## src/rtl/lsee_pkg.sv

```systemverilog
`default_nettype none

package lsee_pkg;

   // strip size and field widths
   localparam int MaxLeds  = 12;
   localparam int LedCntW  = $clog2(MaxLeds + 1);
   localparam int LedIdxW  = 4;
   localparam int ColorW   = 24;
   localparam int TimeW    = 32;
   localparam int CsrIdxW  = 3;
   localparam int CsrDataW = 24;
   localparam int DivNumW  = 32;
   localparam int DivDenW  = 17;
   localparam int DivCntW  = $clog2(DivNumW + 1);

   // timing and level constants
   localparam logic [TimeW-1:0] StaticWaitMs  = 32'd300;
   localparam logic [TimeW-1:0] BreathFrameMs = 32'd5;
   localparam logic [7:0]       LevelMax      = 8'd255;
   localparam logic [7:0]       HalfStepDiv   = 8'd10;

   // x / 255 as (x * Recip255) >> Recip255Sh, exact for x below 2^24
   localparam logic [24:0] Recip255   = 25'd16843010;
   localparam int          Recip255Sh = 32;
   // p / 10 as (p * Recip10) >> Recip10Sh, exact for p below 2^22
   localparam logic [19:0] Recip10    = 20'd838861;
   localparam int          Recip10Sh  = 23;

   // command codes
   localparam logic CMD_TICK  = 1'b0;
   localparam logic CMD_WRITE = 1'b1;

   // effect modes
   localparam logic [1:0] FX_STATIC    = 2'd0;
   localparam logic [1:0] FX_BREATH    = 2'd1;
   localparam logic [1:0] FX_WATERFALL = 2'd2;
   localparam logic [1:0] FX_FLICKER   = 2'd3;

   // register indexes
   localparam logic [CsrIdxW-1:0] CSR_EFFECT_MODE  = 3'd0;
   localparam logic [CsrIdxW-1:0] CSR_BREATH_MIN   = 3'd1;
   localparam logic [CsrIdxW-1:0] CSR_BREATH_MAX   = 3'd2;
   localparam logic [CsrIdxW-1:0] CSR_BREATH_PER   = 3'd3;
   localparam logic [CsrIdxW-1:0] CSR_PWM_LEVELS   = 3'd4;
   localparam logic [CsrIdxW-1:0] CSR_STEP_WAIT    = 3'd5;
   localparam logic [CsrIdxW-1:0] CSR_LED_COUNT    = 3'd6;

   typedef struct packed {
      logic              command;
      logic [TimeW-1:0]  now_ms;
      logic [LedIdxW-1:0] led_index;
      logic [ColorW-1:0] led_color;
   } req_word_type;

   typedef struct packed {
      logic [LedIdxW-1:0] out_index;
      logic [ColorW-1:0]  out_color;
      logic               frame_last;
   } rsp_word_type;

   // per-cell control from the sequencer
   typedef struct packed {
      logic load;
      logic shift;
      logic is_last;
   } cell_ctl_type;

   // divider status
   typedef struct packed {
      logic busy;
      logic done;
   } div_stat_type;

endpackage

`default_nettype wire

```

## src/rtl/led_strip_effect_engine_unit.sv

```systemverilog
`default_nettype none

// RGB LED strip effect engine: static, breath, waterfall and flicker frames.
// Command channel: req_word is taken on a clock edge with start high and
// busy low. A word is either a color write into the LED list (no result)
// or a millisecond tick. A tick that is not due gives no result. A due
// tick emits one frame, one rsp_word per LED in use in LED order, on
// rsp_strobe for one cycle each, frame_last marking the end. Busy stays
// high until the last word of the frame is registered; at most 12 LEDs are in use.
// A breath tick first works out the color, per channel: two level products
// scaled by a reciprocal multiply, then the ramp product on a 32-step serial
// divider (skipped when the period is under 10 ms and the ramp term is zero),
// then the frame as above.
// The LED list is a ring of cells that shifts once per emitted LED, but not
// after the last LED of a waterfall frame; in breath mode the breath color
// is shifted in. Static, waterfall and lit flicker frames read cell 0.
// Config port: csr_index/csr_data are written when csr_valid and csr_ready
// are high; csr_ready is high while the block is idle.
// Reset (synchronous) clears the list to black and loads the default
// registers. Results cannot be held off; the receiver must take each word.
module led_strip_effect_engine_unit (
   input  logic                            clock,
   input  logic                            reset,
   input  logic                            start,
   output logic                            busy,
   input  lsee_pkg::req_word_type          req_word,
   output logic                            rsp_strobe,
   output lsee_pkg::rsp_word_type          rsp_word,
   input  logic                            csr_valid,
   output logic                            csr_ready,
   input  logic [lsee_pkg::CsrIdxW-1:0]    csr_index,
   input  logic [lsee_pkg::CsrDataW-1:0]   csr_data
);
   import lsee_pkg::*;

   typedef enum logic [2:0] {
      S_IDLE,
      S_MUL,
      S_SCALE,
      S_LAUNCH,
      S_DIV,
      S_EMIT
   } state_type;

   typedef enum logic [1:0] {
      PH_LO,
      PH_HI,
      PH_RAMP
   } phase_type;

   localparam logic [1:0] LastChan = 2'd2;

   state_type          state_ff, state_in;
   phase_type          phase_ff, phase_in;
   logic [1:0]         mode_ff, mode_in;
   logic [ColorW-1:0]  min_ff, min_in;
   logic [ColorW-1:0]  max_ff, max_in;
   logic [19:0]        period_ff, period_in;
   logic [15:0]        pwm_ff, pwm_in;
   logic [15:0]        wait_ff, wait_in;
   logic [3:0]         count_ff, count_in;
   logic [TimeW-1:0]   due_ff, due_in;
   logic [15:0]        step_ff, step_in;
   logic               rising_ff, rising_in;
   logic               flicker_ff, flicker_in;
   logic [1:0]         ch_ff, ch_in;
   logic [DivDenW-1:0] half_ff, half_in;
   logic [15:0]        lo_ff, lo_in;
   logic [15:0]        hi_ff, hi_in;
   logic [31:0]        prod_ff, prod_in;
   logic [ColorW-1:0]  bcolor_ff, bcolor_in;
   logic [LedCntW-1:0] n_ff, n_in;
   logic [LedCntW-1:0] cnt_ff, cnt_in;
   logic               black_ff, black_in;
   logic               rsp_strobe_ff, rsp_strobe_in;
   rsp_word_type       rsp_word_ff, rsp_word_in;

   logic               req_acc;
   logic               write_acc;
   logic               csr_acc;
   logic [TimeW-1:0]   due_add;
   logic [TimeW-1:0]   due_sum;
   logic [TimeW-1:0]   due_next;
   logic               tick_due;
   logic [LedCntW-1:0] leds_use;
   logic               emit_last;
   logic               emit_shift;
   logic [7:0]         chan_min;
   logic [7:0]         chan_max_raw;
   logic [7:0]         chan_max;
   logic [15:0]        mul_a;
   logic [15:0]        mul_b;
   logic [31:0]        mul_res;
   logic [39:0]        half_prod;
   logic [DivDenW-1:0] half_calc;
   logic [48:0]        scale_prod;
   logic [15:0]        lvl_scaled;
   logic               finish;
   logic [DivNumW-1:0] fin_q;
   logic [DivNumW:0]   level_sum;
   logic [7:0]         level;
   logic [15:0]        step_new;
   logic               div_start;
   logic [DivNumW-1:0] div_num;
   logic [DivDenW-1:0] div_den;
   logic [DivNumW-1:0] div_quo;
   div_stat_type       div_stat;
   logic [ColorW-1:0]  wrap_color;
   logic [ColorW-1:0]  cell_color [MaxLeds];
   cell_ctl_type       cell_ctl [MaxLeds];

   assign busy      = (state_ff != S_IDLE);
   assign csr_ready = (state_ff == S_IDLE);
   assign req_acc   = start && !busy;
   assign write_acc = req_acc && (req_word.command == CMD_WRITE);
   assign csr_acc   = csr_valid && csr_ready;

   // leds in use, clamped to 1..MaxLeds
   always_comb begin
      if (count_ff == '0) begin
         leds_use = LedCntW'(1);
      end else if (int'(count_ff) > MaxLeds) begin
         leds_use = LedCntW'(MaxLeds);
      end else begin
         leds_use = LedCntW'(count_ff);
      end
   end

   // due test and next due time for the current mode
   always_comb begin
      case (mode_ff)
         FX_BREATH: begin
            due_add  = BreathFrameMs;
            due_next = req_word.now_ms;
         end
         FX_WATERFALL: begin
            due_add  = {16'b0, wait_ff};
            due_next = req_word.now_ms;
         end
         FX_FLICKER: begin
            due_add  = '0;
            due_next = req_word.now_ms + {16'b0, wait_ff};
         end
         default: begin
            due_add  = '0;
            due_next = req_word.now_ms + StaticWaitMs;
         end
      endcase
   end
   assign due_sum  = due_ff + due_add;
   assign tick_due = due_sum < req_word.now_ms;

   // channel of the breath colors being worked on
   always_comb begin
      case (ch_ff)
         2'd0: begin
            chan_min     = min_ff[23:16];
            chan_max_raw = max_ff[23:16];
         end
         2'd1: begin
            chan_min     = min_ff[15:8];
            chan_max_raw = max_ff[15:8];
         end
         default: begin
            chan_min     = min_ff[7:0];
            chan_max_raw = max_ff[7:0];
         end
      endcase
   end
   assign chan_max = (chan_max_raw < chan_min) ? 8'hFF : chan_max_raw;

   // shared multiplier: pwm levels times a channel, or step times the span
   always_comb begin
      case (phase_ff)
         PH_RAMP: begin
            mul_a = step_ff;
            mul_b = hi_ff - lo_ff;
         end
         PH_HI: begin
            mul_a = pwm_ff;
            mul_b = {8'b0, chan_max};
         end
         default: begin
            mul_a = pwm_ff;
            mul_b = {8'b0, chan_min};
         end
      endcase
   end
   assign mul_res = {16'b0, mul_a} * {16'b0, mul_b};

   // half steps = period / 10 and level = product / 255 by reciprocal multiply
   assign half_prod  = {20'b0, period_ff} * {20'b0, Recip10};
   assign half_calc  = half_prod[Recip10Sh +: DivDenW];
   assign scale_prod = {25'b0, prod_ff[23:0]} * {24'b0, Recip255};
   assign lvl_scaled = scale_prod[Recip255Sh +: 16];

   // divider operands: ramp product over half steps
   assign div_num = prod_ff;
   assign div_den = half_ff;

   assign emit_last  = (cnt_ff == LedCntW'(n_ff - 1'b1));
   assign emit_shift = (state_ff == S_EMIT) && !((mode_ff == FX_WATERFALL) && emit_last);
   assign wrap_color = (mode_ff == FX_BREATH) ? bcolor_ff : cell_color[0];

   // channel level: lo plus ramp term, clamped
   assign level_sum = {{(DivNumW + 1 - 16){1'b0}}, lo_ff} + {1'b0, fin_q};
   assign level     = (level_sum > (DivNumW + 1)'(LevelMax)) ? 8'hFF : level_sum[7:0];
   assign step_new  = rising_ff ? (step_ff + 1'b1) : (step_ff - 1'b1);

   // sequencer
   always_comb begin
      state_in      = state_ff;
      phase_in      = phase_ff;
      mode_in       = mode_ff;
      min_in        = min_ff;
      max_in        = max_ff;
      period_in     = period_ff;
      pwm_in        = pwm_ff;
      wait_in       = wait_ff;
      count_in      = count_ff;
      due_in        = due_ff;
      step_in       = step_ff;
      rising_in     = rising_ff;
      flicker_in    = flicker_ff;
      ch_in         = ch_ff;
      half_in       = half_ff;
      lo_in         = lo_ff;
      hi_in         = hi_ff;
      prod_in       = prod_ff;
      bcolor_in     = bcolor_ff;
      n_in          = n_ff;
      cnt_in        = cnt_ff;
      black_in      = black_ff;
      rsp_strobe_in = 1'b0;
      rsp_word_in   = rsp_word_ff;
      div_start     = 1'b0;
      finish        = 1'b0;
      fin_q         = '0;

      // register writes; mode and breath register writes restart the ramp
      if (csr_acc) begin
         case (csr_index)
            CSR_EFFECT_MODE: mode_in   = csr_data[1:0];
            CSR_BREATH_MIN:  min_in    = csr_data[ColorW-1:0];
            CSR_BREATH_MAX:  max_in    = csr_data[ColorW-1:0];
            CSR_BREATH_PER:  period_in = csr_data[19:0];
            CSR_PWM_LEVELS:  pwm_in    = csr_data[15:0];
            CSR_STEP_WAIT:   wait_in   = csr_data[15:0];
            CSR_LED_COUNT:   count_in  = csr_data[3:0];
            default: ;
         endcase
         if (csr_index inside {CSR_EFFECT_MODE, CSR_BREATH_MIN, CSR_BREATH_MAX,
                               CSR_BREATH_PER, CSR_PWM_LEVELS}) begin
            step_in   = '0;
            rising_in = 1'b1;
         end
      end

      case (state_ff)
         S_IDLE: begin
            if (req_acc && (req_word.command == CMD_TICK) && tick_due) begin
               due_in   = due_next;
               n_in     = leds_use;
               cnt_in   = '0;
               black_in = 1'b0;
               case (mode_ff)
                  FX_BREATH: begin
                     half_in  = half_calc;
                     phase_in = PH_LO;
                     ch_in    = '0;
                     state_in = S_MUL;
                  end
                  FX_FLICKER: begin
                     black_in   = !flicker_ff;
                     flicker_in = !flicker_ff;
                     state_in   = S_EMIT;
                  end
                  default: state_in = S_EMIT;
               endcase
            end
         end
         S_MUL: begin
            if (phase_ff == PH_RAMP) begin
               if (half_ff == '0) begin
                  finish = 1'b1;
               end else begin
                  prod_in  = mul_res;
                  state_in = S_LAUNCH;
               end
            end else begin
               prod_in  = mul_res;
               state_in = S_SCALE;
            end
         end
         S_SCALE: begin
            if (phase_ff == PH_LO) begin
               lo_in    = lvl_scaled;
               phase_in = PH_HI;
            end else begin
               hi_in    = lvl_scaled;
               phase_in = PH_RAMP;
            end
            state_in = S_MUL;
         end
         S_LAUNCH: begin
            div_start = 1'b1;
            state_in  = S_DIV;
         end
         S_DIV: begin
            if (div_stat.done) begin
               finish = 1'b1;
               fin_q  = div_quo;
            end
         end
         S_EMIT: begin
            rsp_strobe_in          = 1'b1;
            rsp_word_in.out_index  = LedIdxW'(cnt_ff);
            rsp_word_in.frame_last = emit_last;
            if (black_ff) begin
               rsp_word_in.out_color = '0;
            end else if (mode_ff == FX_BREATH) begin
               rsp_word_in.out_color = bcolor_ff;
            end else begin
               rsp_word_in.out_color = cell_color[0];
            end
            if (emit_last) begin
               state_in = S_IDLE;
            end else begin
               cnt_in = cnt_ff + 1'b1;
            end
         end
         default: state_in = S_IDLE;
      endcase

      // channel done: store level, move on or start the frame
      if (finish) begin
         case (ch_ff)
            2'd0:    bcolor_in[23:16] = level;
            2'd1:    bcolor_in[15:8]  = level;
            default: bcolor_in[7:0]   = level;
         endcase
         if (ch_ff == LastChan) begin
            step_in = step_new;
            if (rising_ff) begin
               if ({1'b0, step_new} >= half_ff) begin
                  rising_in = 1'b0;
               end
            end else if (step_new == '0) begin
               rising_in = 1'b1;
            end
            cnt_in   = '0;
            black_in = 1'b0;
            state_in = S_EMIT;
         end else begin
            ch_in    = ch_ff + 1'b1;
            phase_in = PH_LO;
            state_in = S_MUL;
         end
      end
   end

   always_ff @(posedge clock) begin
      if (reset) begin
         state_ff      <= S_IDLE;
         phase_ff      <= PH_LO;
         mode_ff       <= FX_STATIC;
         min_ff        <= '0;
         max_ff        <= '0;
         period_ff     <= 20'd1000;
         pwm_ff        <= 16'd255;
         wait_ff       <= '0;
         count_ff      <= 4'd1;
         due_ff        <= '0;
         step_ff       <= '0;
         rising_ff     <= 1'b1;
         flicker_ff    <= 1'b0;
         ch_ff         <= '0;
         n_ff          <= LedCntW'(1);
         cnt_ff        <= '0;
         black_ff      <= 1'b0;
         rsp_strobe_ff <= 1'b0;
      end else begin
         state_ff      <= state_in;
         phase_ff      <= phase_in;
         mode_ff       <= mode_in;
         min_ff        <= min_in;
         max_ff        <= max_in;
         period_ff     <= period_in;
         pwm_ff        <= pwm_in;
         wait_ff       <= wait_in;
         count_ff      <= count_in;
         due_ff        <= due_in;
         step_ff       <= step_in;
         rising_ff     <= rising_in;
         flicker_ff    <= flicker_in;
         ch_ff         <= ch_in;
         n_ff          <= n_in;
         cnt_ff        <= cnt_in;
         black_ff      <= black_in;
         rsp_strobe_ff <= rsp_strobe_in;
      end
      half_ff     <= half_in;
      lo_ff       <= lo_in;
      hi_ff       <= hi_in;
      prod_ff     <= prod_in;
      bcolor_ff   <= bcolor_in;
      rsp_word_ff <= rsp_word_in;
   end

   assign rsp_strobe = rsp_strobe_ff;
   assign rsp_word   = rsp_word_ff;

   // ring of led cells
   for (genvar i = 0; i < MaxLeds; i++) begin : g_cell
      logic [ColorW-1:0] next_color;

      if (i == MaxLeds - 1) begin : g_end
         assign next_color = wrap_color;
      end else begin : g_mid
         assign next_color = cell_color[i+1];
      end

      assign cell_ctl[i].load    = write_acc && (int'(req_word.led_index) == i);
      assign cell_ctl[i].shift   = emit_shift && (int'(n_ff) > i);
      assign cell_ctl[i].is_last = (int'(n_ff) == i + 1);

      lsee_cell u_cell (
         .clock      (clock),
         .reset      (reset),
         .ctl        (cell_ctl[i]),
         .wr_color   (req_word.led_color),
         .next_color (next_color),
         .wrap_color (wrap_color),
         .color      (cell_color[i])
      );
   end

   lsee_div u_div (
      .clock    (clock),
      .reset    (reset),
      .start    (div_start),
      .dividend (div_num),
      .divisor  (div_den),
      .quotient (div_quo),
      .stat     (div_stat)
   );

   // a result word only follows a frame cycle
   assert property (@(posedge clock) disable iff (reset)
      rsp_strobe |-> $past(state_ff == S_EMIT))
      else $error("result word outside a frame");

   // the last word of a frame is followed by a gap
   assert property (@(posedge clock) disable iff (reset)
      (rsp_strobe && rsp_word.frame_last) |=> !rsp_strobe)
      else $error("word right after frame end");

   // divider answers only while the sequencer waits for it
   assert property (@(posedge clock) disable iff (reset)
      div_stat.done |-> (state_ff == S_DIV))
      else $error("divider done outside wait");

   // idle block has an idle divider
   assert property (@(posedge clock) disable iff (reset)
      (state_ff == S_IDLE) |-> !div_stat.busy)
      else $error("divider running while idle");

endmodule

`default_nettype wire

```

## src/rtl/lsee_cell.sv

```systemverilog
`default_nettype none

module lsee_cell (
   input  logic                          clock,
   input  logic                          reset,
   input  lsee_pkg::cell_ctl_type        ctl,
   input  logic [lsee_pkg::ColorW-1:0]   wr_color,
   input  logic [lsee_pkg::ColorW-1:0]   next_color,
   input  logic [lsee_pkg::ColorW-1:0]   wrap_color,
   output logic [lsee_pkg::ColorW-1:0]   color
);
   import lsee_pkg::*;

   logic [ColorW-1:0] color_ff;
   logic [ColorW-1:0] color_in;

   // direct write, ring shift from the neighbor, or hold
   always_comb begin
      color_in = color_ff;
      if (ctl.load) begin
         color_in = wr_color;
      end else if (ctl.shift) begin
         color_in = ctl.is_last ? wrap_color : next_color;
      end
   end

   always_ff @(posedge clock) begin
      if (reset) begin
         color_ff <= '0;
      end else begin
         color_ff <= color_in;
      end
   end

   assign color = color_ff;

endmodule

`default_nettype wire

```

## src/rtl/lsee_div.sv

```systemverilog
`default_nettype none

module lsee_div (
   input  logic                           clock,
   input  logic                           reset,
   input  logic                           start,
   input  logic [lsee_pkg::DivNumW-1:0]   dividend,
   input  logic [lsee_pkg::DivDenW-1:0]   divisor,
   output logic [lsee_pkg::DivNumW-1:0]   quotient,
   output lsee_pkg::div_stat_type         stat
);
   import lsee_pkg::*;

   logic [DivDenW-1:0] rem_ff, rem_in;
   logic [DivNumW-1:0] quo_ff, quo_in;
   logic [DivDenW-1:0] den_ff, den_in;
   logic [DivCntW-1:0] cnt_ff, cnt_in;
   logic               busy_ff, busy_in;
   logic               done_ff, done_in;
   logic [DivDenW:0]   trial;
   logic [DivDenW:0]   diff;
   logic               fits;

   // one restoring step: shift in the next dividend bit, subtract if it fits
   assign trial = {rem_ff, quo_ff[DivNumW-1]};
   assign diff  = trial - {1'b0, den_ff};
   assign fits  = trial >= {1'b0, den_ff};

   always_comb begin
      rem_in  = rem_ff;
      quo_in  = quo_ff;
      den_in  = den_ff;
      cnt_in  = cnt_ff;
      busy_in = busy_ff;
      done_in = 1'b0;
      if (start) begin
         rem_in  = '0;
         quo_in  = dividend;
         den_in  = divisor;
         cnt_in  = DivCntW'(DivNumW);
         busy_in = 1'b1;
      end else if (busy_ff) begin
         rem_in = fits ? diff[DivDenW-1:0] : trial[DivDenW-1:0];
         quo_in = {quo_ff[DivNumW-2:0], fits};
         cnt_in = cnt_ff - 1'b1;
         if (cnt_ff == DivCntW'(1)) begin
            busy_in = 1'b0;
            done_in = 1'b1;
         end
      end
   end

   always_ff @(posedge clock) begin
      if (reset) begin
         cnt_ff  <= '0;
         busy_ff <= 1'b0;
         done_ff <= 1'b0;
      end else begin
         cnt_ff  <= cnt_in;
         busy_ff <= busy_in;
         done_ff <= done_in;
      end
      rem_ff <= rem_in;
      quo_ff <= quo_in;
      den_ff <= den_in;
   end

   assign quotient  = quo_ff;
   assign stat.busy = busy_ff;
   assign stat.done = done_ff;

endmodule

`default_nettype wire

```

## config.mk

```make
export PLATFORM = sky130hd
export DESIGN_NAME = led_strip_effect_engine_unit
export DESIGN_NICKNAME = d
export VERILOG_FILES = /design/src/rtl/lsee_pkg.sv /design/src/rtl/led_strip_effect_engine_unit.sv /design/src/rtl/lsee_cell.sv /design/src/rtl/lsee_div.sv
export SDC_FILE = /design/constraint.sdc
export NUM_CORES = 2
export LEC_CHECK = 0
export ABC_CLOCK_PERIOD_IN_PS = 10620
export BUFFER_PORTS_ARGS = -buffer_cell sky130_fd_sc_hd__buf_2
export CAP_MARGIN = 30
export CORE_ASPECT_RATIO = 1.2
export CORE_MARGIN = 4
export CORE_UTILIZATION = 40
export CTS_CLUSTER_DIAMETER = 200
export DETAILED_ROUTE_END_ITERATION = 6
export HOLD_SLACK_MARGIN = 0.02
export PLACE_DENSITY = 0.51
export SYNTH_ARGS = -nofsm -noshare
export SYNTH_HDL_FRONTEND = slang
export SYNTH_SLANG_ARGS = --single-unit
export TNS_END_PERCENT = 50
```

## constraint.sdc

```tcl
create_clock -name clock -period 10.62 [get_ports clock]
set_input_delay 2.124 -clock clock [delete_from_list [all_inputs] [get_ports clock]]
set_output_delay 2.124 -clock clock [all_outputs]
set_load 0.05 [all_outputs]
```

# Word level (Yosys, flattened, before mapping)
# Index checks and enable logic that the tools add are counted.
op_classes:
  n_addsub: 12
  div: 0
  mul: 3
  n_bitwise: 4
  muxes: 106
  n_shift: 0
  reduce_logical: 78
  magnitude_cmp: 18
  n_eq_ne: 47
ops:
  columns: ["operator", "count"]
  rows:
  - ["24-bit 2-to-1 mux", 36]
  - ["32-bit 2-to-1 mux", 6]
  - ["16-bit 2-to-1 mux", 6]
  - ["4-bit equality test, second input constant", 16]
  - ["16-bit case mux with 2 select lines", 2]
  - ["32-bit case mux with 2 select lines", 1]
  - ["24-bit by 24-bit multiplier with 47-bit output, second input constant", 1]
  - ["20-bit by 20-bit multiplier with 40-bit output, second input constant", 1]
  - ["16-bit by 32-bit adder with 33-bit output", 1]
  - ["33-bit by 8-bit greater-than comparator with 1-bit output, second input constant", 1]
  - ["32-bit by 16-bit adder with 32-bit output", 1]
  - ["32-bit adder", 1]
  - ["32-bit by 9-bit adder with 32-bit output, second input constant", 1]
  - ["32-bit less-than comparator", 1]
  - ["16-bit by 16-bit multiplier with 32-bit output", 1]
  - ["8-bit case mux with 2 select lines", 2]
  - ["1-bit logical AND", 31]
  - ["2-bit AND reduction", 14]
  - ["2-bit nonzero test", 13]
  - ["4-bit 2-to-1 mux", 6]
  - ["1-bit 2-to-1 mux", 21]
  - ["3-bit 2-to-1 mux", 7]
  - ["4-bit greater-than comparator, second input constant", 5]
  - ["2-bit 2-to-1 mux", 10]
  - ["other kinds (47)", 83]
totals:
  latchBits: 0
  mem_bits_rw: 0
  n_memories: 0
  romBits: 0
  wordCells: 315
  reg_bits: 669
  output_inout_bits: 32
  inputBits: 92

# Longest topological paths before layout
logic_depth:
  depth_word: 9
  depth_mapped: 41
  ltp_nobuf: 38

# Cells and area by module
# From an unflattened synthesis, not the netlist that was laid out.
unflattened:
  cells_unflattened: 6218
  hier_area_um2: 59947.5
by_module_without_submodules:
  columns: ["module", "cells_per_inst", "seq_area_each_um2", "area_each_um2", "n_inst"]
  rows:
  - ["led_strip_effect_engine_unit", 4181, 7487.2, 37588.6, 1]
  - ["lsee_cell", 139, 480.5, 1522.7, 12]
  - ["lsee_div", 369, 1971.9, 4086.4, 1]

# Least setup slack after synthesis
# Ideal clock, no wire load.
synth_path:
  path_kind: "register to register"
  from: "register ch_ff[0]"
  to: "register prod_ff[30] (netlist: div_num[30]) (data pin)"
  arrival_ns: 8.879
  path_buffers: 3
  slack_ns: 1.483
  t_required_ns: 10.362
  stages_incl_launch_ff: 39
  setup_time_ns: 0.258
  period_less_slack_ns: 9.137
  cell_sequence: "dfxtp_1 -> buf_2 -> buf_1 -> mux2i_1 -> nor2_1 -> a21oi_1 -> ha_1 -> inv_1 -> a31oi_1 -> o21a_1 -> o21a_1 -> o21a_1 -> o21a_1 -> o21a_1 -> o211ai_1 -> a2bb2oi_1 -> buf_2 -> nand2_1 -> [... 3 more ...] -> fa_1 -> inv_1 -> fa_1 -> inv_1 -> fa_1 -> inv_1 -> ha_1 -> and4_1 -> a21oi_1 -> or4b_2 -> a21oi_1 -> o31ai_1 -> nand2_1 -> o21ai_0 -> a21o_1 -> a41o_1 -> o22ai_1 -> xnor2_1"
synth_between:
  elab_chain_cells: 8
  word_cells_on_any_way: 10
  classes_between: "mul (1); order compare (1); eq/ne (1); mux (6); reduce/logical (1)"
synth_lines:
  columns: ["item", "line", "rtl"]
  rows:
  - ["from (decl)", "led_strip_effect_engine_unit.sv:66", "logic [1:0] ch_ff, ch_in;"]
  - ["from (signal assigned)", "led_strip_effect_engine_unit.sv:396", "ch_ff <= ch_in;"]
  - ["2-bit by 1-bit equality test with 1-bit output or 2-bit logical NOT (tied branches)", "led_strip_effect_engine_unit.sv:155", "case (ch_ff)"]
  - ["8-bit case mux with 2 select lines", "led_strip_effect_engine_unit.sv:155", null]
  - ["8-bit less-than comparator", "led_strip_effect_engine_unit.sv:170", "assign chan_max = (chan_max_raw < chan_min) ? 8'hFF : chan_max_raw;"]
  - ["8-bit 2-to-1 mux", "led_strip_effect_engine_unit.sv:170", null]
  - ["16-bit case mux with 2 select lines *", "led_strip_effect_engine_unit.sv:174", "case (phase_ff)"]
  - ["16-bit by 16-bit multiplier with 32-bit output *", "led_strip_effect_engine_unit.sv:189", "assign mul_res = {16'b0, mul_a} * {16'b0, mul_b};"]
  - ["net mul_res[30]", "led_strip_effect_engine_unit.sv:93", "logic [31:0] mul_res;"]
  - ["32-bit 2-to-1 mux", "led_strip_effect_engine_unit.sv:284", "if (half_ff == '0) begin"]
  - ["32-bit 2-to-1 mux *", "led_strip_effect_engine_unit.sv:283", "if (phase_ff == PH_RAMP) begin"]
  - ["to (signal assigned)", "led_strip_effect_engine_unit.sv:405", "prod_ff <= prod_in;"]
  - ["to (decl)", "led_strip_effect_engine_unit.sv:70", "logic [31:0] prod_ff, prod_in;"]
# The timed path passes the listed nets; every way through them passes the cells marked *. The select of a mux whose other input is x is not followed.
# A chain may end at the register's enable or synchronous reset.

# Worst setup path after layout
# Same ends and word-level chain as after synthesis.

==> impl_metrics.env <==
export IMPL_synthFlopType="dfxtp_1"
export IMPL_dp_final_hpwl_um=130000
export IMPL_portBuffers=123
export IMPL_cp_max_fo=16
export IMPL_synth_enable_flop_cells=183
export IMPL_nNetsFinal=7620
export IMPL_drive_gt1_share_pct=7.21
export IMPL_maxSlewViolCount=0
export IMPL_hold_viol_final=0
export IMPL_start_kind="register"
export IMPL_post_route_util_pct=44.2
export IMPL_holdWs_ps=456
export IMPL_pwr_density_cell_mw_per_mm2=182
export IMPL_power_leakage_nw=26.4
export IMPL_holdBufCountCts=0
export IMPL_grt_pass1_vias=46400
export IMPL_hold_path_depth=2
export IMPL_ff2ff_setup_slack_ps=1110
export IMPL_final_cell_mix="967 x nor2_1, 679 x inv_1, 635 x ha_1, 596 x a21oi_1, 541 x a211oi_1"
export IMPL_synth_area_mm2=0.0560
export IMPL_maxCapViolations=0
export IMPL_cts_buffer_depth=3
export IMPL_fmax_ghz=0.105
export IMPL_cts_tree="yes"
export IMPL_die_h_um=418
export IMPL_violations="design-rule violations"
export IMPL_status="complete, but fails checks"
export IMPL_dieArea_mm2=0.146
export IMPL_synthCells=6622
export IMPL_ys_seq_elements=669
export IMPL_mostFrequentLayoutCell="nor2_1"
export IMPL_finClkSkew_ps=50.5
export IMPL_slew_headroom_pct=33.6
export IMPL_final_setup_tns_ps=0
export IMPL_cts_made_buffers=81
export IMPL_antenna_found_initial=14
export IMPL_synth_warnings=0
export IMPL_grtUsageTotal_pct=24.1
export IMPL_path_common_cell="fa_1"
export IMPL_cts_resized=0
export IMPL_start_util_pct=40.2
export IMPL_core_area_mm2=0.139
export IMPL_max_stage_delay_ps=610
export IMPL_via_count=46400
export IMPL_postCtsSetupRepairBufs=0
export IMPL_cts_root_buf="clkbuf_16"
export IMPL_yosysSeqAreaShare_pct=27.2
export IMPL_endpoint="div_num[30]"
export IMPL_min_path_type="register to register"
export IMPL_drtAntennaViolNets=0
export IMPL_synth_fp_nets=7707
export IMPL_viasPerCell=5.50
export IMPL_critPathKind="register to register"
export IMPL_startpoint="ch_ff[0]"
export IMPL_wl_um=175000
export IMPL_post_route_period_util_pct=89.5
export IMPL_clkTransAtPathRegs_ps=60
export IMPL_chipWidth_um=349
export IMPL_ir_drop_v=0.000328
export IMPL_syn_avg_cell_area_um2=8.45
export IMPL_gp_congestion=0.898
export IMPL_grt_first_pass_wirelength_um=275000
export IMPL_rsz0062_at_grt="false"
export IMPL_wl_per_cell_um=20.7
export IMPL_drt_iter0_drc=2714
export IMPL_crit_slowest_cell="or4b_2"
export IMPL_timing_final_crit_period_ps=9510
export IMPL_grt_max_degree=133
export IMPL_cts_max_level=3
export IMPL_clock_latency_ps=720
export IMPL_r2r_end="div_num[30]"
export IMPL_gr_total_overflow=0
export IMPL_tightest_slew_ps=996
export IMPL_clock_sinks=669
export IMPL_ys_types=89
export IMPL_area_growth_pct=9.95
export IMPL_finalSetupViolations=0
export IMPL_async_reset_ff_share_pct=0
export IMPL_drt_first_pass_iters=7
export IMPL_r2r_cells=33
export IMPL_ios=124
export IMPL_cp_end_kind="register"
export IMPL_worstPathRequired_ps=11050
export IMPL_r2r_start="ch_ff[0]"
export IMPL_critical_path_arrival_ps=9940
export IMPL_drcViolationCount=12
export IMPL_std_cell_rows=150
cells by family (layout without fill, tap and decap cells):
family / after synthesis / count (layout) / synth area share (%)
and+or+nand+nor: 1990 / 1990 / 15.3
DFF: 669 / 669 / 27.2
adders and majority gates: 993 / 993 / 27.0
muxes: 111 / 111 / 2.02
buffers and inverters: 1096 / 1078 / 7.40
AOI/OAI and AO/OA: 1579 / 1579 / 18.2
xor gates and xnor gates: 184 / 184 / 2.88
other: 0 / 8 / 0
sequential cells by signal (all words and copies together) (netlist names), 3 cells and up:
signal and flops:
n_ff 4, u_div.den_ff 17, g_cell.u_cell.color 288, step_ff 16
wait_ff 16, bcolor_ff 24, state_ff 3, max_ff 24
u_div.quotient 32, period_ff 20, u_div.rem_ff 17, min_ff 24
due_ff 32, rsp_word 29, pwm_ff 16, div_num 32
lo_ff 16, cnt_ff 4, u_div.cnt_ff 6, hi_ff 16
count_ff 4, div_den 17
Yosys cell counts (all sizes together) (18+ instances only):
cell type  count  area [um^2]
edfxtp       183         5500
nor2         975         3660
nor2b         40          250
o211ai        19          148
or3           18          113
a221oi        18          158
inv          681         2560
nand2b        36          228
xnor2        140         1230
nand3        121          606
and3          43          270
fa           355         7110
dfxtp        486         9730
a211oi       543         4080
mux2i         95          951
nand2        521         1960
o21ai        126          631
a21o          64          480
buf           45          194
nand4         44          275
nor3          65          325
o21a          34          255
o21bai        20          150
ha           638         7980
a31oi         19          119
clkbuf       367         1380
and2          53          332
xor2          44          385
a21oi        600         3020
stage by stage:
stage / instance area, um^2 / power (W) / setup WS [ps] / instances
after floorplan: 56000 / 0.00674 / 1480 / 6622
after global placement: 58400 / 0.00826 / 1200 / 8263
after detailed placement: 58600 / 0.00832 / 1220 / 8275
after CTS: 61500 / 0.0114 / 1130 / 8427
after global routing: 61500 / 0.0122 / 605 / 8431
final: 61500 / 0.0112 / 1110 / 8436
power breakdown:
part | switching [W] | total [W] | internal [W]
Combinational | 0.00305 | 0.00509 | 0.00204
Sequential | 0.000205 | 0.00313 | 0.00292
Clock | 0.00124 | 0.00302 | 0.00177
worst min path at each step:
| stage | endpoint | start | slack [ps] |
|---|---|---|---|
| 2_1_floorplan | u_div.den_ff[11] | div_den[11] | 430 |
| 3_3_place_gp | min_ff[15] | min_ff[15] | 440 |
| 3_5_place_dp | min_ff[9] | min_ff[9] | 450 |
| 4_1_cts | min_ff[9] | min_ff[9] | 460 |
| 5_1_grt | max_ff[13] | max_ff[13] | 480 |
| 6_report | max_ff[1] | max_ff[1] | 460 |
cell type report:
class	instances	area [um^2]
diodes	8	20.0
clock buffers	113	2330
clock inverters	39	561
fillers	13900	77700
inverters	684	2570
multi-input cells	4857	36900
flip-flops and latches	669	15200
well taps	1824	2280
repair buffers	242	1680
routing by layer:
layer  GRT usage (%)  part of all wire (%)  vias up
met5               0                 0.014        -
met4            8.00                   3.3        4
met3            2.49                   4.0      267
met2            43.6                    50      958
met1            29.9                    42    22600
li1                -                     -    22600
worst max-delay path: cells and delay by family (launching register included):
family / cells / cell delay [ps]
compound gates: 14 / 3070
xor+xnor: 1 / 80
fa+ha+maj: 8 / 3750
buf+inv: 4 / 490
flops: 1 / 460
mux: 1 / 210
simple gates: 5 / 1180
Power figures use the tool's default switching activity.
